File: config.mk
export PLATFORM = sky130hd
export DESIGN_NAME = ssp_ram
export DESIGN_NICKNAME = d
export VERILOG_FILES = /design/src/rtl/ssp_pkg.sv /design/src/rtl/ssp_ram.sv
export SDC_FILE = /design/constraint.sdc
export NUM_CORES = 1
export LEC_CHECK = 0
export ABC_AREA = 1
export BUFFER_PORTS_ARGS = -buffer_cell sky130_fd_sc_hd__buf_4
export CAP_MARGIN = 20
export CORE_MARGIN = 1
export CORE_UTILIZATION = 59
export CTS_BUF_LIST = sky130_fd_sc_hd__clkbuf_4 sky130_fd_sc_hd__clkbuf_8
export DETAILED_ROUTE_END_ITERATION = 10
export HOLD_SLACK_MARGIN = 0.03
export PLACE_DENSITY = 0.79
export SYNTH_ARGS = -nofsm -noshare
export SYNTH_HDL_FRONTEND = slang
export SYNTH_SLANG_ARGS = --single-unit
File: constraint.sdc
create_clock -name clk -period 2.1 [get_ports clk]
set_input_delay 0.63 -clock clk [delete_from_list [all_inputs] [get_ports clk]]
set_output_delay 0.63 -clock clk [all_outputs]
set_load 0.02 [all_outputs]
File: src/rtl/ssp_pkg.sv
// ----------------------------------------------------------------------------
// ssp_pkg
// shared sequencer state type for the single-source shortest path block
// ----------------------------------------------------------------------------
package ssp_pkg;

    // sequencer states of the search engine
    typedef enum logic [3:0] {
        ST_CLEAR,
        ST_LOAD,
        ST_START,
        ST_POP,
        ST_POP_WAIT,
        ST_DIST_U,
        ST_SCAN,
        ST_EVAL,
        ST_EMIT_RD,
        ST_EMIT_LD,
        ST_EMIT_HOLD
    } state_t;

endpackage

File: src/rtl/ssp_ram.sv
// ----------------------------------------------------------------------------
// ssp_ram
// generic single-write, single-read memory with registered read data
// ----------------------------------------------------------------------------
module ssp_ram
    import ssp_pkg::*;
#(
    parameter int WIDTH = 16,
    parameter int DEPTH = 32
)
(
    input  logic                     clk,
    input  logic                     we,
    input  logic [$clog2(DEPTH)-1:0] waddr,
    input  logic [WIDTH-1:0]         wdata,
    input  logic [$clog2(DEPTH)-1:0] raddr,
    output logic [WIDTH-1:0]         rdata
);

    logic [WIDTH-1:0] mem [DEPTH];

    always_ff @(posedge clk)
    begin
        if (we)
        begin
            mem[waddr] <= wdata;
        end
        rdata <= mem[raddr];
    end

endmodule

==> flow_summary.toml, run 1 <==
[run_status]
status = "completed"

[synthesis]
netlist_top_cells_count = "nand2_1, edfxtp_1, nand3_1"
ys_seq_elements = 528
synth.most_common_cell = "nand2_1"
yosys_most_used_dff = "edfxtp_1"
synth_top_area_frac = 0.722
synth_seq_area_share = 0.737
synth_top_cell_by_area = "edfxtp_1"
postSynthCellCount = 1794
ys_warn_count = 0
syn_area_sq_mm = 0.0213
synth.area.top_cells = "edfxtp_1, nand2_1, nand3_1"
synth-edff-count = 512
avgSynthCellArea_sq_um = 11.9
async_flop_share = 0
synth_nets = 1822
ys_types = 15

[critical_path]
critical_path_class = "flop to output port"
critPathMaxStageDelay_ns = 0.47
crit_fanout = 1
critPathArrivalTime_ns = 1.29
cp.buffers_inverters = 1
crit_family = "flip-flops"
critical_path.startpoint = "rdata[15]"
worstSetupStartpointType = "flop"
path_cells = "buf_4"
crit_slowest_cell = "dfxtp_1"
required_ns = 1.47
endpoint_kind = "output port"
worstReg2RegStart = "mem[30][1]"

[route]
via_count = 14500
drt_iter0_drc = 1687
wl_per_cell_microns = 22.1
firstDrtPassIters = 6
drc = 0
vias_per_cell = 6.00
ant_nets = 0
wl_microns = 53400

[timing]
tns_ns = 0
setup_violations = 0
period_minus_slack_ns = 1.92
period_share = 0.914
hold_violations = 0
fmax_mhz = 521
clock_skew_ns = 0.0244
maxSlewHeadroom = 0.737
rsz0062_at_grt = "false"
finalMaxSlewViolations = 0
worst-slew-pin-transition_ns = 0.394

[clock_tree]
cts_hold_buf = 0
root_buffer = "clkbuf_8"
cts_buffer_depth = 3
htreeDepth = 3
cts_buffers = 82
cts_setup_buffers = 0
ctsResizeCount = 0
cts_tree = "done"
clk_pin_slew_worst_paths_ns = 0.06
clk-insertion-delay-late_ns = 0.62
clkSinkCount = 528

[final_layout]
seq_area_sq_mm = 0.0157
area_growth_pct = 13.3
final_area_sq_mm = 0.0241
drive_gt1_frac = 0.134
diodes = 0
multi_input_area_sq_mm = 0.00480
fin_nets = 1923
instances_no_fill = 2419
fill_cells = 2406

[place]
dpl-instance-area_sq_mm = 0.0225
io_buffers = 43
hpwlAfterDp_microns = 30400
gp_congestion = 0.862
dp.cells = 2272

[power]
leakagePower_nw = 9.08
swShare = 0.226
p_comb_frac = 0.068
seqPwrFrac = 0.533
p_switching_mw = 4.99
peakVddDrop_mv = 0.637
p_int_mw = 17.1
p_per_area_mw_per_mm2 = 914
clock_power_share = 0.399

[global_route]
grt_pass1_vias = 14300
overflow = 0
grt_max_degree = 75
grt_usage = 0.296
antenna_found_initial = 0
grt_pass1_wl_microns = 80600

[worst_hold_path]
hp-class = "input pin to flop"
min_from = "wdata[0]"

[floorplanning]
die_y_microns = 192
core_sq_mm = 0.0356
start_util = 0.599
die_x_microns = 192
ioPinCount = 44
die-area_sq_mm = 0.0369
rows = 69

[job]
cap_violations = 0
path summary, 6_finish.rpt:
kind                endpoint  slack, ns  cells past startpoint
setup / recovery   rdata[15]       0.18                      1
hold / removal    mem[31][0]       0.44                      1
setup reg to reg    rdata[1]       0.79                      8
hold reg to reg    rdata[15]       0.75                      8
layer usage:
| layer | share of wire | vias up | track usage |
|---|---|---|---|
| li1 | - | 6455 | - |
| met1 | 0.37 | 6907 | 0.399 |
| met2 | 0.47 | 981 | 0.475 |
| met3 | 0.12 | 173 | 0.0539 |
| met4 | 0.040 | 0 | 0.129 |
| met5 | 0 | - | 0 |
state kept, by name, indices dropped and copies added, names as in the netlist:
signal	cells
rdata	16
mem	512
worst reg2reg max path: stages (launching register included):
cell and delay (ns):
edfxtp_1 0.39, nand2_1 0.09, nand3_1 0.07, nand3_1 0.09, nand2_1 0.11, nand2_1 0.08, nand2_1 0.08, nand2_1 0.18
nand2_1 0.08
power by group through the flow:
stage / Combinational (mW) / Sequential (mW) / Clock, mW
3_5_place_dp: 1.46 / 12.0 / 0
2_1_floorplan: 0.814 / 12.0 / 0
3_3_place_gp: 1.42 / 12.0 / 0
4_1_cts: 1.47 / 11.8 / 8.90
6_report: 1.50 / 11.8 / 8.80
5_1_grt: 1.61 / 11.8 / 9.33
cells by family (layout without fill, tap and decap cells):
group | count (synthesis) | count (layout) | synth area share
buffers and inverters | 118 | 282 | 0.0377
DFF | 528 | 528 | 0.737
and+or+nand+nor | 1148 | 1148 | 0.226
cell type report:
class                   count  area share
clock buffers             118      0.0598
clock inverters            29      0.0103
inverters                  10     0.00187
multi-input cells        1148       0.199
flip-flops and latches    528       0.650
well taps                 461      0.0239
repair buffers            125      0.0551
cells in the final DEF, fill, tap and decap left out, types with 7 or more instances in the layout:
| cell | n |
|---|---|
| edfxtp_1 | 512 |
| buf_4 | 93 |
| buf_12 | 31 |
| dfxtp_1 | 16 |
| clkinv_2 | 7 |
| clkbuf_8 | 89 |
| inv_1 | 7 |
| nand3_1 | 396 |
| clkbuf_4 | 29 |
| nand2_1 | 720 |
| clkinv_1 | 12 |
| nor2_1 | 32 |
through the flow:
stage,hold slack (ns),power (mW),setup WS [ns],util
2_1_floorplan,0.688,12.8,0.0872,-
5_1_grt,0.425,22.7,0.192,0.679
3_5_place_dp,0.750,13.4,-0.00235,0.631
6_report,0.441,22.1,0.181,0.679
3_3_place_gp,0.723,13.4,0.0426,0.631
4_1_cts,0.409,22.1,0.164,0.679
No activity file was read; power rests on OpenSTA's default activity.
==> run 2, diff against run 1 <==
--- a/config.mk
+++ b/config.mk
@@ -5,15 +5,14 @@
 export SDC_FILE = /design/constraint.sdc
 export NUM_CORES = 1
 export LEC_CHECK = 0
-export ABC_AREA = 1
 export BUFFER_PORTS_ARGS = -buffer_cell sky130_fd_sc_hd__buf_4
 export CAP_MARGIN = 20
 export CORE_MARGIN = 1
-export CORE_UTILIZATION = 59
+export CORE_UTILIZATION = 58
 export CTS_BUF_LIST = sky130_fd_sc_hd__clkbuf_4 sky130_fd_sc_hd__clkbuf_8
 export DETAILED_ROUTE_END_ITERATION = 10
 export HOLD_SLACK_MARGIN = 0.03
-export PLACE_DENSITY = 0.79
+export PLACE_DENSITY = 0.78
 export SYNTH_ARGS = -nofsm -noshare
 export SYNTH_HDL_FRONTEND = slang
 export SYNTH_SLANG_ARGS = --single-unit
==> run 2 against run 1 <==
Against the previous run: final area is essentially flat; non-clock buffer count is 61 higher; fmax rose by 7.1%; core utilization up 1.7 points; final cell count shrank 23%; sequential cell count unchanged; combinational power down 5%; area after synthesis is 3.6% lower.
==> flow_summary.toml, run 2 <==
[timing]
rsz0062_at_grt = "false"
fmax_mhz = 558
worst-slew-pin-transition_ns = 0.448
tns_ns = 0
maxSlewHeadroom = 0.699
period_share = 0.853
period_minus_slack_ns = 1.79
setup_violations = 0
hold_violations = 0
clock_skew_ns = 0.0396
finalMaxSlewViolations = 0

[place]
hpwlAfterDp_microns = 27400
io_buffers = 43
gp_congestion = 0.822

[final_layout]
reg_top3 = "mem: 512 flops, rdata: 16 flops"
drive_gt1_frac = 0.236
final_cell_mix = "edfxtp_1, mux2i_1, buf_4, clkbuf_8, a22oi_1"
final_common_cell = "edfxtp_1"
fin_nets = 1373
largest_reg_flops = 512
area_growth_pct = 17.5
diodes = 0
regMostFlops = "mem"
fill_cells = 2124

[power]
swShare = 0.218
power_mw = 21.4
clock_power_share = 0.382
p_per_area_mw_per_mm2 = 885
p_switching_mw = 4.66
p_int_mw = 16.7
leakagePower_nw = 8.73
p_comb_frac = 0.066
seqPwrFrac = 0.551
peakVddDrop_mv = 0.587

[route]
wl_per_cell_microns = 24.4
via_count = 11200
ant_nets = 0
wl_met3_microns = 3730
drc = 0
top_layer = "met4"
drt_iter0_drc = 1235
met2WireLength_microns = 21800
firstDrtPassIters = 5
vias_per_cell = 6.00
drt-met1-wl_microns = 18600
wl_microns = 45500

[floorplanning]
die-area_sq_mm = 0.0362
core_sq_mm = 0.0347
start_util = 0.592
rows = 68
die_x_microns = 190
die_y_microns = 190
ioPinCount = 44

[critical_path]
crit_slowest_cell = "dfxtp_1"
cp.buffers_inverters = 1
crit_family = "flip-flops"
crit_fanout = 1
critical_path_class = "flop to output port"
worstSetupStartpointType = "flop"
endpoint_kind = "output port"
worstReg2RegStart = "mem[5][12]"
path_cells = "buf_4"
critical_path.startpoint = "rdata[7]"
required_ns = 1.47
critPathMaxStageDelay_ns = 0.38
critPathArrivalTime_ns = 1.16

[synthesis]
ys_seq_elements = 528
synth.most_common_cell = "edfxtp_1"
async_flop_share = 0
netlist_top_cells_count = "edfxtp_1, mux2i_1, a22oi_1"
synth_nets = 1171
synth_top_cell_by_area = "edfxtp_1"
ys_types = 26
synth_top_area_frac = 0.749
synth_seq_area_share = 0.764
ys_warn_count = 0
yosys_most_used_dff = "edfxtp_1"
postSynthCellCount = 1143
synth-edff-count = 512
avgSynthCellArea_sq_um = 18.0
synth.area.top_cells = "edfxtp_1, mux2i_1, a22oi_1"
syn_area_sq_mm = 0.0205

[clock_tree]
root_buffer = "clkbuf_8"
htreeDepth = 3
cts_tree = "done"
cts_setup_buffers = 0
cts_buffer_depth = 3
cts_hold_buf = 0
clk-insertion-delay-late_ns = 0.63
cts_buffers = 81
clkSinkCount = 528
ctsResizeCount = 0
clk_pin_slew_worst_paths_ns = 0.06

[worst_hold_path]
hp-class = "input pin to flop"
min_from = "wdata[8]"

[global_route]
overflow = 0
grt_pass1_wl_microns = 68200
antenna_found_initial = 1
grt_pass1_vias = 11300
grt_usage = 0.261
grt_max_degree = 33

[job]
cap_violations = 0

[run_status]
status = "completed"
[run 2: cell count changes in the layout (fill, tap and decap cells not counted), sizes merged, moves of 4 or more]
cell    change
bufinv      -4
nand3     -362
mux2i     +256
buf        +61
nand2     -687
a22o       +32
nand4      +16
a22oi      +64
a31oi      +16
a21oi      +32
nand3b      +5
inv        -12
nor3       +16
clkinv      +9
[run 2: final cells by class]
class,count,area (sq um),share of cell area
timing repair buffer,186,1940,0.0805
clock inverter,30,133,0.00549
sequential,528,15700,0.650
tap,455,569,0.0236
clock buffer,115,1440,0.0596
multi-input combinational,548,4360,0.181
[run 2: metal layers]
layer	up-vias	track usage
li1	4980	-
met1	5567	0.364
met2	540	0.409
met3	81	0.0518
met4	0	0.104
met5	-	0
[run 2: power by group through the flow]
stage                     Sequential (mW)  Clock [mW]  Combinational [mW]
final                                11.8        8.17                1.42
after global routing                 11.8        8.74                1.50
after CTS                            11.8        8.27                1.41
after detailed placement             12.0           0                1.40
after global placement               12.0           0                1.38
after floorplan                      12.0           0               0.662
[run 2: logic make-up (layout without fill, tap and decap cells)]
group	Yosys count	in the layout	synth area share
flops	528	528	0.764
mux	256	256	0.125
simple gates	148	148	0.0349
buf+inv	67	331	0.0263
compound gates	144	144	0.0497
[run 2: path summary, 6_finish.rpt]
kind / to / slack, ns / cells after the start
max: rdata[7] / 0.31 / 1
min: mem[30][8] / 0.46 / 1
max reg2reg: rdata[12] / 0.48 / 7
min reg2reg: rdata[1] / 0.60 / 4
[run 2: through the flow]
stage                     hold WS, ns  worst slack (ns)  cells  utilization  cell area [sq um]
after floorplan                 0.553            -0.162   1143            -              20600
after global placement          0.600            -0.115   1717        0.650              22600
after detailed placement        0.612            -0.184   1717        0.650              22600
after CTS                       0.423             0.281   1862        0.695              24100
after global routing            0.432             0.266   1862        0.695              24100
final                           0.456             0.308   1862        0.695              24100
